--- config.mk ---
export PLATFORM = sky130hd
export DESIGN_NAME = khm_cmp
export DESIGN_NICKNAME = d
export VERILOG_FILES = /design/src/design/khm_pkg.sv /design/src/design/khm_cmp.sv
export SDC_FILE = /design/constraint.sdc
export NUM_CORES = 1
export LEC_CHECK = 0
export ABC_CLOCK_PERIOD_IN_PS = 3650
export CORE_MARGIN = 1
export CORE_UTILIZATION = 43
export DETAILED_ROUTE_END_ITERATION = 16
export DONT_BUFFER_PORTS = 1
export PLACE_DENSITY = 0.67
export REMOVE_ABC_BUFFERS = 1
export SLEW_MARGIN = 40
export SYNTH_ARGS = -nofsm -noshare
export SYNTH_HDL_FRONTEND = slang
export SYNTH_SLANG_ARGS = --single-unit
--- constraint.sdc ---
create_clock -name vclk -period 3.65
set_input_delay 0.365 -clock vclk [all_inputs]
set_output_delay 0.365 -clock vclk [all_outputs]
set_load 0.005 [all_outputs]
--- src/design/khm_pkg.sv ---
`timescale 1ns / 1ps
// ----------------------------------------------------------------------------
// khm_pkg
// Shared field widths, item codes and the sort key type for the heap merge.
// ----------------------------------------------------------------------------
package khm_pkg;

  localparam int MODE_W = 2;
  localparam int SEQ_W  = 24;
  localparam int POS_W  = 32;
  localparam int PAY_W  = 64;
  localparam int RSRC_W = 8;

  localparam logic [MODE_W-1:0] MODE_PRIME  = 2'd0;
  localparam logic [MODE_W-1:0] MODE_START  = 2'd1;
  localparam logic [MODE_W-1:0] MODE_REFILL = 2'd2;

  typedef struct packed {
    logic [SEQ_W-1:0] seq;
    logic [POS_W-1:0] pos;
  } key_t;

endpackage

--- src/design/khm_cmp.sv ---
`timescale 1ns / 1ps
// ----------------------------------------------------------------------------
// khm_cmp
// Shared key comparator: sequence index first, then position, strict less.
// ----------------------------------------------------------------------------
module khm_cmp (
  input  khm_pkg::key_t a,
  input  khm_pkg::key_t b,
  output logic          less
);

  always_comb begin
    if (a.seq != b.seq) begin
      less = (a.seq < b.seq);
    end else begin
      less = (a.pos < b.pos);
    end
  end

endmodule

# --- After elaboration in Yosys (flattened, before gate mapping) ---
# Cells that the tools add are included.
word_totals:
  reg_bits: 0
  input_bits: 112
  out_inout_bits: 1
classes:
  order_cmp: 2
  eq_ne: 1
  muxes: 1
ops:
  columns: ["op", "count"]
  rows:
  - ["32-bit less-than comparator", 1]
  - ["24-bit less-than comparator", 1]
  - ["24-bit != test", 1]
  - ["1-bit 2-to-1 mux", 1]

# --- Logic depth before layout (Yosys ltp) ---
# Gate-level depths: netlist of the first run.
depth:
  ltp_word: 2
  ltp_mapped: 8
  mapped_depth_nobuf: 8

# --- Least setup slack after synthesis of the first run ---
# No wires, ideal clock.
synth_timing:
  kind: "input to output"
  from: "input b[9] (netlist name)"
  to: "output less"
  arrival_time_ns: 1.638
  required_time_ns: 3.285
  slack_ns: 1.647
  stages: 8
  n_path_buf: 0
  cell_sequence: "inv_1 > ha_1 > a21o_1 > nand3_1 > a21oi_1 > a2111oi_4 > a21oi_1 > o31ai_1"
synth_via:
  elab_chain_len: 2
synth_rtl:
  columns: ["item", "line", "text"]
  rows:
  - ["start, declared", "khm_cmp.sv:8", "input khm_pkg::key_t b,"]
  - ["32-bit less-than comparator", "khm_cmp.sv:16", "less = (a.pos < b.pos);"]
  - ["1-bit 2-to-1 mux", "khm_cmp.sv:13", "if (a.seq != b.seq) begin"]
  - ["end, declared", "khm_cmp.sv:9", "output logic less"]
# Every way passes these cells.

# --- Worst setup path after layout of the first run ---
layout_timing:
  from: "input b[55] (netlist name)"
  to: "output less"
layout_via:
  elab_chain_len: 2
  word_cells_on_any_way: 3
layout_rtl:
  columns: ["item", "line"]
  rows:
  - ["24-bit less-than comparator or 24-bit != test (tied branches)", "khm_cmp.sv:14, khm_cmp.sv:13"]
  - ["1-bit 2-to-1 mux *", "khm_cmp.sv:13"]
# Every way passes the cells marked *; elsewhere a longest branch is shown, timed or not.

==> results of run 1 <==
[worst max-delay path by stage]
stage,from,endpoint,slack (ns),depth (start not counted)
after CTS,b[55],less,1.47,7
final,b[55],less,1.51,7
after global routing,b[55],less,1.38,7
after floorplan,b[9],less,1.65,8
after global placement,b[9],less,1.50,8
after detailed placement,b[55],less,1.47,7
[cell usage after synthesis]
cell type  instances  share of area, %
nor4_1             1              0.44
and4_1             4               2.5
nor4_2             1              0.88
nand2_1           13               3.4
nand4_1            7               3.1
inv_1             55                14
ha_1              55                48
a21oi_1           18               6.3
a21o_1             6               3.2
o211ai_1           1              0.53
nand3_1            3               1.1
nor2_1             8               2.1
or3_1              1              0.44
nor3_1             1              0.35
a2111oi_4          2               3.9
a211oi_1           1              0.53
o31ai_2            1              0.88
o21a_1             1              0.53
nor2b_1            3               1.3
a221o_1            2               1.4
and2_1             1              0.44
o31ai_1            1              0.53
nand2b_4           1              0.96
o21ai_0            8               2.8
[metal layers]
layer / track usage [%] / vias up / share of wire, %
li1: - / 672 / -
met4: 0 / 0 / 0
met2: 26.7 / 58 / 48
met5: 0 / - / 0
met3: 1.09 / 0 / 7.6
met1: 16.9 / 506 / 44
[power groups by stage]
stage | combinational (mW) | clock (mW) | sequential, mW
after floorplan | 0.111 | 0 | 0
after global placement | 0.132 | 0 | 0
after detailed placement | 0.134 | 0 | 0
after CTS | 0.135 | 0 | 0
after global routing | 0.160 | 0 | 0
final | 0.133 | 0 | 0
[layout make-up]
class	count	area [sq um]	share of cell area, %
inverter	55	206	13.9
tap	44	55.1	3.71
multi-input combinational	140	1220	82.4
[metrics by stage]
step | cell area (sq um) | total power [mW] | hold slack [ns]
floorplan | 1430 | 0.111 | 1.02
global placement | 1480 | 0.132 | 1.06
detailed placement | 1480 | 0.134 | 1.07
CTS | 1480 | 0.135 | 1.07
global route | 1480 | 0.160 | 1.07
finish | 1480 | 0.133 | 1.06
[cells by family (layout without fill, tap and decap cells)]
logic type	Yosys count	in the layout	synth area share [%]
adders and majority gates	55	55	48.2
buffers and inverters	55	55	14.4
and+or+nand+nor	44	44	16.9
AOI/OAI and AO/OA	41	41	20.5
[critical path, delay by kind of cell]
| family | cells | cell delay [ns] |
|---|---|---|
| compound gates | 1 | 0.32 |
| fa+ha+maj | 1 | 0.28 |
| simple gates | 4 | 0.78 |
| buf+inv | 1 | 0.03 |
==> impl_metrics.toml, run 1 <==
[power]
p_leak_nw = 0.901
p_int_mw = 0.0653
p_sw_mw = 0.0672
power_frac_comb_pct = 100.0
vdd_ir_drop_max_mv = 0.0369
switching_share_pct = 50.7
power_density_nw_per_um2 = 89.3
clkPwrFrac_pct = 0
seq_power_share_pct = 0

[finish]
fill_cells = 326
area_growth_pct = 3.85
seq_cells = 0
mostFrequentLayoutCells = "inv_1, ha_1, a21oi_1, nand2_1"
instances_no_fill = 239
seq_area_sq_um = 0
nets = 364
drive_gt1_share_pct = 2.56
clockBufferCount = 0
antennaDiodeCount = 0
final_core_util_pct = 47.8

[yosys]
syn_area_sq_um = 1430
syn-mean-instance-area_sq_um = 7.33
ys_seq_area_share_pct = 0
yosys_warnings = 0
syn_inst = 195
synth_cell_types = 24

[die]
die_w_um = 59.6
start_util_pct = 46.0
core_area_sq_um = 3100
rows = 20
io_pins = 113
dieArea_sq_um = 3560
die_h_um = 59.6

[global_route]
grt_max_degree = 4
grt_pass1_vias = 1056
gr-total-overflow = 0
grt_pass1_wl_um = 3980
antenna_found_initial = 0
grt_usage_pct = 13.6

[drt]
ant_nets = 0
drt-initial-drc-count = 34
dr.pass1.iters = 2
drcViolationCount = 0
wire_per_inst_um = 11.2
wirelength_um = 2670
via_per_inst = 5.17
dr_total_vias = 1236

[placement]
dpl.cell_count = 239
gp_congestion = 0.684
io_buffer_count = 0
place_worst_setup_slack_ns = 1.47
hpwlAfterDp_um = 2620

[critical_path]
worst-path-max-fanout = 2
crit_chain = "inv_1, ha_1, and4_1, nand2_1, nor4_1, nand4_1, o31ai_1"
cp-end-kind = "output pin"
critPathMaxStageDelay_ns = 0.37
crit_arrival_ns = 1.78
slowest_stage = "nor4_1"
cp.required_ns = 3.28
startpoint_type = "input pin"
path_class = "in2out"

[sta]
finalHoldViolations = 0
slew_violations = 0
fin_crit_ns = 2.14
rsz0062_at_grt = "no"
fin_crit_sh_pct = 58.7
setup_slack_ns = 1.51
worst_pin_slew_ns = 0.354
fin_tns_setup_ns = 0
slew_headroom_pct = 76.2
max_freq_ghz = 0.467
setup_viol = 0

[run_status]
status = "finished clean"

[hold_path]
min_delay_path_depth = 4
hold_start = "a[31]"
min_path_type = "in2out"
holdPathEnd = "less"

[run]
maxCapViolCount = 0

[clock_network]
cts_hold_buf = 0
cts_setup_buffers = 0
cts_resized = 0
Note: power is estimated with default switching activity, not from simulation.
==> run 2, diff against run 1 <==
Settings changed: ABC_AREA set to 1, ABC_CLOCK_PERIOD_IN_PS 3650 to 1900, PLACE_DENSITY 0.67 to 0.69.
Clock period 3.65 ns to 1.9 ns, I/O delays scaled along.
==> run 2 against run 1 <==
Critical path depth up 5; wire length fell by 4.5%; sequential share of layout area unchanged; total power increased by 100%; first-iteration DRC count down 76%; final area is 4.6% higher; critical path type unchanged; largest cell class unchanged.
==> impl_metrics.toml, run 2 <==
[run_status]
status = "finished clean"

[power]
seq_power_share_pct = 0
p_int_mw = 0.119
p_sw_mw = 0.148
power_density_nw_per_um2 = 172
p_total_mw = 0.268
vdd_ir_drop_max_mv = 0.0616
clkPwrFrac_pct = 0
power_frac_comb_pct = 100.0
p_leak_nw = 1.01
switching_share_pct = 55.4

[clock_network]
cts_hold_buf = 0
cts_setup_buffers = 0
cts_resized = 0

[critical_path]
startpoint_type = "input pin"
path_class = "in2out"
crit_arrival_ns = 1.35
cp.required_ns = 1.71
cp-end-kind = "output pin"
worst-path-max-fanout = 2

[drt]
drt-met1-wl_um = 1130
drcViolationCount = 0
wl_met2_um = 1280
drt-initial-drc-count = 8
ant_nets = 0
route.met3.wl_um = 134
dr_total_vias = 1340
via_per_inst = 4.72
wire_per_inst_um = 8.98
wirelength_um = 2550
highest_layer = "met3"
dr.pass1.iters = 6

[sta]
max_freq_ghz = 0.651
fin_tns_setup_ns = 0
finalHoldViolations = 0
fin_crit_sh_pct = 80.9
setup_viol = 0
rsz0062_at_grt = "no"
slew_headroom_pct = 87.2
slew_violations = 0
worst_pin_slew_ns = 0.191
fin_crit_ns = 1.54

[global_route]
gr-total-overflow = 0
grt_max_degree = 4
grt_pass1_vias = 1021
antenna_found_initial = 0
grt_usage_pct = 12.7
grt_pass1_wl_um = 3770

[finish]
fill_cells = 370
antennaDiodeCount = 0
area_growth_pct = 3.85
mostFrequentLayoutCells = "inv_1, ha_1, nand2_1, a21oi_1, nor2_1"
drive_gt1_share_pct = 7.14
mostFrequentLayoutCell = "inv_1"
nets = 407
multi_input_area_sq_um = 1240
seq_area_sq_um = 0
clockBufferCount = 0
seq_cells = 0

[yosys]
synth.area.top_cells = "ha_1, inv_1, nand2_1, a21oi_1, nor2_1"
synth_top_cell_area_share_pct = 46.0
yosys_warnings = 0
synth_cell_types = 19
synth.most_common_cell = "inv_1"
yosys-top-cells-count = "inv_1, ha_1, nand2_1"
yosysTopAreaCell = "ha_1"
syn_inst = 238
syn_area_sq_um = 1500
ys_seq_area_share_pct = 0
syn-mean-instance-area_sq_um = 6.28

[hold_path]
min_path_type = "in2out"
min_delay_path_depth = 6

[die]
core_area_sq_um = 3340
die_w_um = 61.0
start_util_pct = 44.8
io_pins = 113
rows = 21
dieArea_sq_um = 3720
die_h_um = 61.0

[placement]
hpwlAfterDp_um = 2570
gp_congestion = 0.705
io_buffer_count = 0

[run]
maxCapViolCount = 0
==> run 2: cell count changes after synthesis, sizes merged, moves of 3 or more <==
cell and delta:
nand4 -5, nor2b -3, nor2 +12, nand2 +39, and4 -4, inv +12
a21o -6, nand3 +3, a21oi +7
==> run 2: per-stage QoR <==
step | setup WS (ns) | instances | util, % | area (sq um) | hold slack [ns]
after floorplan | 0.469 | 238 | - | 1500 | 0.734
after global placement | 0.364 | 284 | 46.5 | 1550 | 0.769
after detailed placement | 0.344 | 284 | 46.5 | 1550 | 0.767
after CTS | 0.337 | 284 | 46.5 | 1550 | 0.769
after global routing | 0.209 | 284 | 46.5 | 1550 | 0.803
final | 0.363 | 284 | 46.5 | 1550 | 0.760
==> run 2: final cells by class <==
type | count | area share [%]
inverters | 67 | 16.2
multi-input cells | 171 | 80.1
well taps | 46 | 3.71
==> run 2: worst paths after layout <==
path,from,end,slack (ns)
min,a[31],less,0.76
max,b[51],less,0.36
==> run 2: layer usage <==
layer,vias up,global-route usage (%)
li1,757,-
met1,531,15.7
met2,52,25.3
met3,0,0.853
met4,0,0
met5,-,0
==> run 2: cells by family after synthesis <==
group,share of synthesized area [%]
adder cells (fa/ha/maj),46.0
AO/OA/AOI/OAI,12.0
buffers and inverters,16.8
AND/OR/NAND/NOR,25.2
==> run 2: power by group through the flow <==
stage	sequential [mW]	combinational [mW]	clock, mW
2_1_floorplan	0	0.229	0
3_3_place_gp	0	0.267	0
3_5_place_dp	0	0.271	0
4_1_cts	0	0.274	0
5_1_grt	0	0.327	0
6_report	0	0.268	0
==> run 2: critical path, stage by stage <==
cell     delay, ns
inv_1         0.02
ha_1          0.28
nand2_1       0.08
nor2_2        0.15
nand2_2       0.07
nor2_2        0.13
nand3_2       0.09
nor2_2        0.08
nand2_1       0.06
nor2_2        0.07
nand2_1       0.05
nand2_1       0.08
