<file path="config.mk">
export PLATFORM = sky130hd
export DESIGN_NAME = khm_ram
export DESIGN_NICKNAME = d
export VERILOG_FILES = /design/src/design/khm_ram.sv
export SDC_FILE = /design/constraint.sdc
export NUM_CORES = 1
export LEC_CHECK = 0
export ABC_AREA = 1
export BUFFER_PORTS_ARGS = -buffer_cell sky130_fd_sc_hd__buf_2
export CORE_ASPECT_RATIO = 1.4
export CORE_MARGIN = 2
export CORE_UTILIZATION = 45
export CTS_BUF_LIST = sky130_fd_sc_hd__clkbuf_8
export CTS_CLUSTER_DIAMETER = 80
export DETAILED_ROUTE_END_ITERATION = 6
export PLACE_DENSITY_LB_ADDON = 0.12
export SKIP_LAST_GASP = 1
export SLEW_MARGIN = 20
export SYNTH_ARGS = -nofsm -noshare
export SYNTH_HDL_FRONTEND = slang
export SYNTH_SLANG_ARGS = --single-unit
export TNS_END_PERCENT = 5
</file>
<file path="constraint.sdc">
create_clock -name clk -period 1.3 [get_ports clk]
set_input_delay 0.26 -clock clk [delete_from_list [all_inputs] [get_ports clk]]
set_output_delay 0.26 -clock clk [all_outputs]
set_load 0.05 [all_outputs]
</file>
<file path="src/design/khm_ram.sv">
`timescale 1ns / 1ps
// ----------------------------------------------------------------------------
// khm_ram
// Generic RAM: one write port, two read ports with registered read data.
// ----------------------------------------------------------------------------
module khm_ram #(
  parameter int WIDTH = 8,
  parameter int DEPTH = 16
) (
  input  logic                     clk,
  input  logic                     we,
  input  logic [$clog2(DEPTH)-1:0] waddr,
  input  logic [WIDTH-1:0]         wdata,
  input  logic                     re_a,
  input  logic [$clog2(DEPTH)-1:0] raddr_a,
  output logic [WIDTH-1:0]         rdata_a,
  input  logic                     re_b,
  input  logic [$clog2(DEPTH)-1:0] raddr_b,
  output logic [WIDTH-1:0]         rdata_b
);

  logic [WIDTH-1:0] mem [DEPTH];

  always_ff @(posedge clk) begin
    if (we) begin
      mem[waddr] <= wdata;
    end
    if (re_a) begin
      rdata_a <= mem[raddr_a];
    end
    if (re_b) begin
      rdata_b <= mem[raddr_b];
    end
  end

endmodule

</file>
* Yosys cells after proc, flatten, opt, wreduce, memory -nomap -nowiden
Memories as Yosys holds them, arrays and structs flattened. A register that Yosys moved wholly into a read port is not among the register bits.
Cells that the tools add are included.
** Word-level totals
- Flip-flop bits (word level) :: 0
- Bits in writable memories :: 128
- Input bits :: 24
- Output and inout port bits :: 16
- Memories kept :: 1
** Operators by class
- Mux-type cells :: 2
** Memories
- mem :: depth 16, width 8, rd ports 2, clocked after Yosys merged registers in 2, wr ports 1, line 22 : logic [WIDTH-1:0] mem [DEPTH];
** Operators with widths (count)
- $mux 1 :: 2

* Logic depth before layout (Yosys ltp)
Gate-level depths: netlist of the first run.
- Word-level depth :: 2
- Depth in mapped cells :: 7
- Depth with buffers taken out :: 6

* Worst setup path after synthesis of the first run
Ideal clock, no wire load.
- Kind :: input to register
- From :: in waddr[3]
- To :: mem mem[4][0] (enable)
- Setup time :: 0.370 ns
- Arrival time :: 0.841 ns
- Setup slack :: 0.089 ns
- Stages :: 2
- Buffers on the path :: 0
- Path through :: nand3b_1 > nor2_1
** RTL lines
- start: declaration :: line 12 : input logic [$clog2(DEPTH)-1:0] waddr,
- end: declaration :: line 22
No word-level cell before the write port.

* Worst setup path in the final report of the first run
- From :: reg rdata_a[2] (read register of mem)
- To :: out rdata_a[2]
** RTL lines
- start: declaration :: line 16 : output logic [WIDTH-1:0] rdata_a,
No word-level cell between the ends.

==> run summary, run 1 <==
ROUTE
-------------------------------------------------------------------------------------
Sum of routed wire length over all layers                                    22510 um
First-pass DRT Iterations                                                           6
DR vias/cell                                                                    5.490
Average wire per standard cell                                               20.09 um
Post-route DRC violation count                                                      0
Total via count in the routed design                                             6149
Number of nets with antenna violations after detailed routing                       0
DRC marker count from the first detailed-route iteration                          703

CLOCK TREE
-------------------------------------------------------------------------------------
TritonCTS buffer count                                                             17
TritonCTS clock tree                                                             done
H-tree lvl count                                                                    4
Maximum buffer depth of the clock tree                                              2
Skew-Pair Late Insertion Delay                                                 440 ps
Clock-pin slew of the registers on the worst-case setup and hold paths          80 ps
Clock root buffer                                                        sky130_fd_sc_hd__clkbuf_8
TritonCTS sink count                                                              144

SYNTHESIS
-------------------------------------------------------------------------------------
Mapped Cells                                                                      851
#FFs+latches synth                                                                144
Cell types with the largest area share after synthesis                   sky130_fd_sc_hd__edfxtp_1 58%, sky130_fd_sc_hd__nand3_1 15%, sky130_fd_sc_hd__nand2_1 14%
Total number of yosys warnings                                                      0
Mapped cell area                                                            7420 um^2
Seq/Total Area, Yosys                                                          58.28%
Proportion of netlist area held by the largest area contributor                58.28%
Syn nets                                                                          875
Number of library cell types mapped by synthesis                                   12
Mean Syn Cell Area                                                         8.719 um^2
Cell type with the highest aggregate area in the netlist                 sky130_fd_sc_hd__edfxtp_1

FLOORPLANNING
-------------------------------------------------------------------------------------
Height of the die                                                            155.9 um
Horizontal extent of the die                                                 112.5 um
Overall die area                                                           17550 um^2
Cell Rows                                                                          55
Core ar.                                                                   16170 um^2
Num ports                                                                          40
Starting density of the core                                                   45.88%

LAYOUT
-------------------------------------------------------------------------------------
Most frequent cells in the layout                                        277 x sky130_fd_sc_hd__nand2_1, 225 x sky130_fd_sc_hd__nand3_1, 144 x sky130_fd_sc_hd__edfxtp_1
Final net count                                                                   933
Number of antenna cells inserted                                                    0
Most common library cell in the layout ignoring fill and taps            sky130_fd_sc_hd__nand2_1
Growth of design area from synthesis to finish                                 15.06%
Summed area of non-filler cells in the final layout                         8537 um^2
Layout cells sized above 1                                                     13.03%
Post-layout util                                                               52.79%

TIMING
-------------------------------------------------------------------------------------
Final clock skew                                                             15.80 ps
Period Utilization, post-route                                                 102.8%
Number of failing hold endpoints at the final stage                                 0
Maximum clock frequency                                                     748.3 MHz
Min setup slack post-route                                                  -36.35 ps
Final setup violation count                                                         8
Min Clock Period, post-route                                                  1336 ps
Final max-slew violation count                                                      0
Max-slew headroom                                                              71.39%
Worst Tran Pin Value                                                         429.2 ps
Setup repair after global routing missed its margin                               yes

PLACED DESIGN
-------------------------------------------------------------------------------------
Detailed-placement wirelength estimate                                       15430 um
Placer's final routability congestion estimate                                 0.9191
Count of input and output buffers                                                  39
Area post-placement                                                         8117 um^2

SETUP PATH
-------------------------------------------------------------------------------------
Ordered list of cells on the worst path                                         buf_6
Kind of cell adding the most delay to the critical path                    flip-flops
Critical Setup Path Class                                                     reg2out
Endpoint kind of the worst setup timing path                               output pin
Worst path buffer plus inverter count                                               1
Worst path required time                                                      1040 ps
Delay contributed by the slowest stage of the critical path                    450 ps
Launching element type of the critical path                                 flip-flop
Critical path arrival                                                         1080 ps
Crit path max fanout                                                                1
CP max-delay cell                                                        sky130_fd_sc_hd__edfxtp_1

POWER AND IR DROP
-------------------------------------------------------------------------------------
Worst IR Drop VDD                                                            529.6 uV
Pwr per Cell Area                                                        1206 nW/um^2
Internal power of the cells                                                  7.561 mW
Share of power burned in the clock network                                      35.4%
Share of power burned in combinational logic                                    13.3%
Leakage power summed over all cells                                          3.855 nW
Flop pwr share                                                                  51.3%
Total net switching power                                                    2.731 mW
Total Power Consumption                                                      10.29 mW
Switching share of power                                                       26.53%

MIN PATH
-------------------------------------------------------------------------------------
Worst Hold Class                                                               in2reg

RUN
-------------------------------------------------------------------------------------
Maximum Capacitance Violations                                                      0

GLOBAL ROUTE
-------------------------------------------------------------------------------------
Grt ovf                                                                             0
Initial antenna violation count                                                     0
Maximum number of pins on one net before global-route repair                       35
First-pass GRT wire length                                                   34400 um
Number of global-route vias before repair                                        5938
Overall track demand over capacity in global routing                           26.60%

RUN STATUS
-------------------------------------------------------------------------------------
Status                                                                   complete, but fails checks
Violated checks                                                          negative setup slack

cell type report:
class,instances,area [um^2]
Clock buffer,17,234.0
Tap cell,199,249.0
Fill cell,1479,7635
Multi-Input combinational cell,521,2245
Timing Repair Buffer,87,800.8
Inverter,138,518.0
Clock inverter,14,166.4
Sequential cell,144,4324
synthesized netlist by cell type:
master	number
sky130_fd_sc_hd__clkbuf_1	3
sky130_fd_sc_hd__buf_6	14
sky130_fd_sc_hd__nand3b_1	2
sky130_fd_sc_hd__buf_1	1
sky130_fd_sc_hd__buf_4	4
sky130_fd_sc_hd__buf_2	26
sky130_fd_sc_hd__nor2_1	17
sky130_fd_sc_hd__edfxtp_1	144
sky130_fd_sc_hd__nand2_1	277
sky130_fd_sc_hd__nand3_1	225
sky130_fd_sc_hd__inv_2	4
sky130_fd_sc_hd__inv_1	134
stage by stage:
stage | instances | setup WS (ps) | hold slack, ps | setup TNS [ps]
finish | 1120 | -36.35 | 185.0 | -161.6
global route | 1120 | -69.65 | 175.0 | -608.6
CTS | 1120 | -72.15 | 167.1 | -466.8
detailed placement | 1089 | -183.5 | 635.2 | -2372
global placement | 1089 | -181.0 | 639.8 | -2270
floorplan | 851 | 89.16 | 358.9 | 0
final timing paths:
path              startpoint  slack [ps]  cells past startpoint         end
hold / removal          re_b         180                      1  rdata_b[4]
setup / recovery  rdata_a[2]         -40                      1  rdata_a[2]
hold reg to reg   mem[14][3]         750                      6  rdata_a[3]
setup reg to reg   mem[0][7]          70                      6  rdata_a[7]
power groups by stage:
stage	logic, mW	registers, mW	clock network, mW
floorplan	0.653	5.53	0
global placement	1.33	5.39	0
detailed placement	1.34	5.39	0
CTS	1.35	5.28	3.70
global route	1.47	5.29	3.87
finish	1.36	5.28	3.65
sequential cells by signal (all words and copies together), names as in the netlist:
name	count
rdata_b	8
mem	128
rdata_a	8
kinds of logic after synthesis:
group | synth area share [%]
flip-flops | 58.28
buffers and inverters | 11.47
AND/OR/NAND/NOR | 30.25
layer usage:
| layer | routed length, um | vias to the layer above | GRT usage, % |
|---|---|---|---|
| li1 | - | 2873 | - |
| met1 | 9238 | 2900 | 35.84 |
| met2 | 10780 | 333 | 43.09 |
| met3 | 1782 | 43 | 4.545 |
| met4 | 702 | 0 | 10.63 |
| met5 | 0 | - | 0 |
repair_timing:
action / in CTS / in global routing
buffers inserted: 0 / 0
pin swaps: 0 / 0
hold buffers: 0 / 0
setup endpoints to repair: 14 / 16
resized for setup: 3 / 6
Power figures use the tool's default switching activity.
==> run 2, diff against run 1 <==
==> constraint.sdc (replaced) <==
create_clock -name clk -period 1.7 [get_ports clk]
set_input_delay 0.34 -clock clk [delete_from_list [all_inputs] [get_ports clk]]
set_output_delay 0.34 -clock clk [all_outputs]
set_load 0.05 [all_outputs]
==> run 2 against run 1 <==
- the run now ends clean
- critical path type unchanged
- sequential cell count unchanged
- cell area down 2.6%
- largest power group unchanged
- via count fell by 0.42%
- sequential power down 23%
- sequential share of layout area is 1.4 points higher
- cell count shrank 1.3%
- highest routed layer unchanged
- global-route usage grew 0.55 points
- clock skew grew 1.9 ps
- clock power shrank 19%
==> run summary, run 2 (synthesis results as in run 1) <==
RUN STATUS
-------------------------------------------------------------------------------------
Status                                                                   finished, final reports clean

TIMING
-------------------------------------------------------------------------------------
Final clock skew                                                             17.66 ps
Final max-slew violation count                                                      0
Min Clock Period, post-route                                                  1504 ps
Final setup violation count                                                         0
Final hold slack                                                             264.4 ps
Setup repair after global routing missed its margin                                no
Period Utilization, post-route                                                 88.45%
Number of failing hold endpoints at the final stage                                 0
Maximum clock frequency                                                     665.1 MHz
Worst Tran Pin Value                                                         708.9 ps
Setup TNS                                                                        0 ps
Max-slew headroom                                                              52.67%

RUN
-------------------------------------------------------------------------------------
Maximum Capacitance Violations                                                      0

CLOCK TREE
-------------------------------------------------------------------------------------
Clock-pin slew of the registers on the worst-case setup and hold paths          90 ps
Maximum buffer depth of the clock tree                                              2
Number of buffers inserted for hold repair after clock tree synthesis               0
H-tree lvl count                                                                    4
TritonCTS clock tree                                                             done
Post-CTS setup buffer count                                                         0
Skew-Pair Late Insertion Delay                                                 450 ps
Clock root buffer                                                        sky130_fd_sc_hd__clkbuf_8
TritonCTS sink count                                                              144
Post-cts resize count                                                               0
TritonCTS buffer count                                                             17

POWER AND IR DROP
-------------------------------------------------------------------------------------
Leakage power summed over all cells                                          3.747 nW
Pwr per Cell Area                                                        959.9 nW/um^2
Worst IR Drop VDD                                                            457.7 uV

SETUP PATH
-------------------------------------------------------------------------------------
Register-to-Register Path Depth                                                     6
Launching element type of the critical path                                 flip-flop
Critical Setup Path Class                                                     reg2out
Worst path required time                                                      1360 ps
Flop2flop setup slack                                                          430 ps
Crit path max fanout                                                                1
Kind of cell adding the most delay to the critical path                    flip-flops
Worst path buffer plus inverter count                                               1
Reg2reg start                                                              mem[13][1]
Ordered list of cells on the worst path                                         buf_2
Critical path arrival                                                         1160 ps
CP max-delay cell                                                        sky130_fd_sc_hd__edfxtp_1
Total stage count of the critical path                                              1
Endpoint kind of the worst setup timing path                               output pin
Delay contributed by the slowest stage of the critical path                    420 ps
Endpoint of the lowest-slack register-to-register path                     rdata_b[1]

ROUTE
-------------------------------------------------------------------------------------
DR vias/cell                                                                    5.541
DRC marker count from the first detailed-route iteration                          783
Total via count in the routed design                                             6123
Average wire per standard cell                                               21.04 um
Sum of routed wire length over all layers                                    23250 um
Post-route DRC violation count                                                      0
First-pass DRT Iterations                                                           5
Number of nets with antenna violations after detailed routing                       0

LAYOUT
-------------------------------------------------------------------------------------
Flip-flop count of the largest register, all copies and words added               128
Most common library cell in the layout ignoring fill and taps            sky130_fd_sc_hd__nand2_1
Growth of design area from synthesis to finish                                 12.02%
Number of antenna cells inserted                                                    0
Final std cells w/o fill                                                         1105
Most frequent cells in the layout                                        277 x sky130_fd_sc_hd__nand2_1, 225 x sky130_fd_sc_hd__nand3_1, 144 x sky130_fd_sc_hd__edfxtp_1
Most flop-heavy register                                                          mem
Layout cells sized above 1                                                     11.59%
Final net count                                                                   917
Top flop regs                                                            mem (128), rdata_a (8), rdata_b (8)

GLOBAL ROUTE
-------------------------------------------------------------------------------------
Initial antenna violation count                                                     0
Number of global-route vias before repair                                        5797
First-pass GRT wire length                                                   35200 um
Grt ovf                                                                             0
Maximum number of pins on one net before global-route repair                       48
Overall track demand over capacity in global routing                           27.15%

PLACED DESIGN
-------------------------------------------------------------------------------------
Detailed-placement wirelength estimate                                       15430 um
Placer's final routability congestion estimate                                 0.9154
Count of input and output buffers                                                  39
Instance count after placement with tap cells included                           1073

FLOORPLANNING
-------------------------------------------------------------------------------------
Core ar.                                                                   16170 um^2
Starting density of the core                                                   45.88%
Overall die area                                                           17550 um^2
Num ports                                                                          40
Cell Rows                                                                          55
Horizontal extent of the die                                                 112.5 um
Height of the die                                                            155.9 um

MIN PATH
-------------------------------------------------------------------------------------
Start point of the worst hold path                                               re_b
Number of cells traversed by the worst hold path                                    1
Worst Hold Path EP                                                         rdata_b[7]
Worst Hold Class                                                               in2reg

run 2: changes by cell type in the layout (fill, tap and decap cells not counted):
cell	delta
sky130_fd_sc_hd__clkbuf_4	-1
sky130_fd_sc_hd__inv_6	-2
sky130_fd_sc_hd__buf_4	-9
sky130_fd_sc_hd__clkinv_4	+2
sky130_fd_sc_hd__bufinv_16	+1
sky130_fd_sc_hd__buf_12	-9
sky130_fd_sc_hd__clkinvlp_4	-1
sky130_fd_sc_hd__buf_2	+5
sky130_fd_sc_hd__clkinv_2	+1
sky130_fd_sc_hd__buf_6	-2
run 2: per-stage QoR:
step	power (mW)	area (um^2)	utilization, %	setup slack [ps]
final	7.978	8312	51.40	196.4
after global routing	8.244	8312	51.40	157.3
after CTS	8.019	8312	51.40	157.1
after detailed placement	5.100	7884	48.75	23.28
after global placement	5.097	7884	48.75	9.338
after floorplan	4.727	7420	-	409.2
run 2: final cells by class:
type                       instances  area (um^2)
fill                            1529         7860
sequential                       144         4324
multi-input combinational        521         2245
timing repair buffer              71        548.0
inverter                         138        518.0
tap                              199        249.0
clock buffer                      17        234.0
clock inverter                    15        193.9
run 2: worst max-delay path by stage:
stage / endpoint / from
CTS: rdata_a[2] / rdata_a[2]
floorplan: mem[10][0] / waddr[2]
global route: rdata_b[7] / rdata_b[7]
finish: rdata_b[7] / rdata_b[7]
global placement: rdata_a[1] / raddr_a[0]
detailed placement: rdata_a[5] / raddr_a[1]
run 2: metal layers:
layer,track usage [%],up-vias,wire [um]
li1,-,2840,-
met1,37.39,2883,9684
met2,43.14,361,11080
met3,5.167,39,1867
met4,9.814,0,621
met5,0,-,0
run 2: power breakdown:
group	internal, mW	switching (mW)	total, mW
registers	4.01	0.0378	4.05
logic	0.266	0.713	0.979
clock network	1.59	1.36	2.95
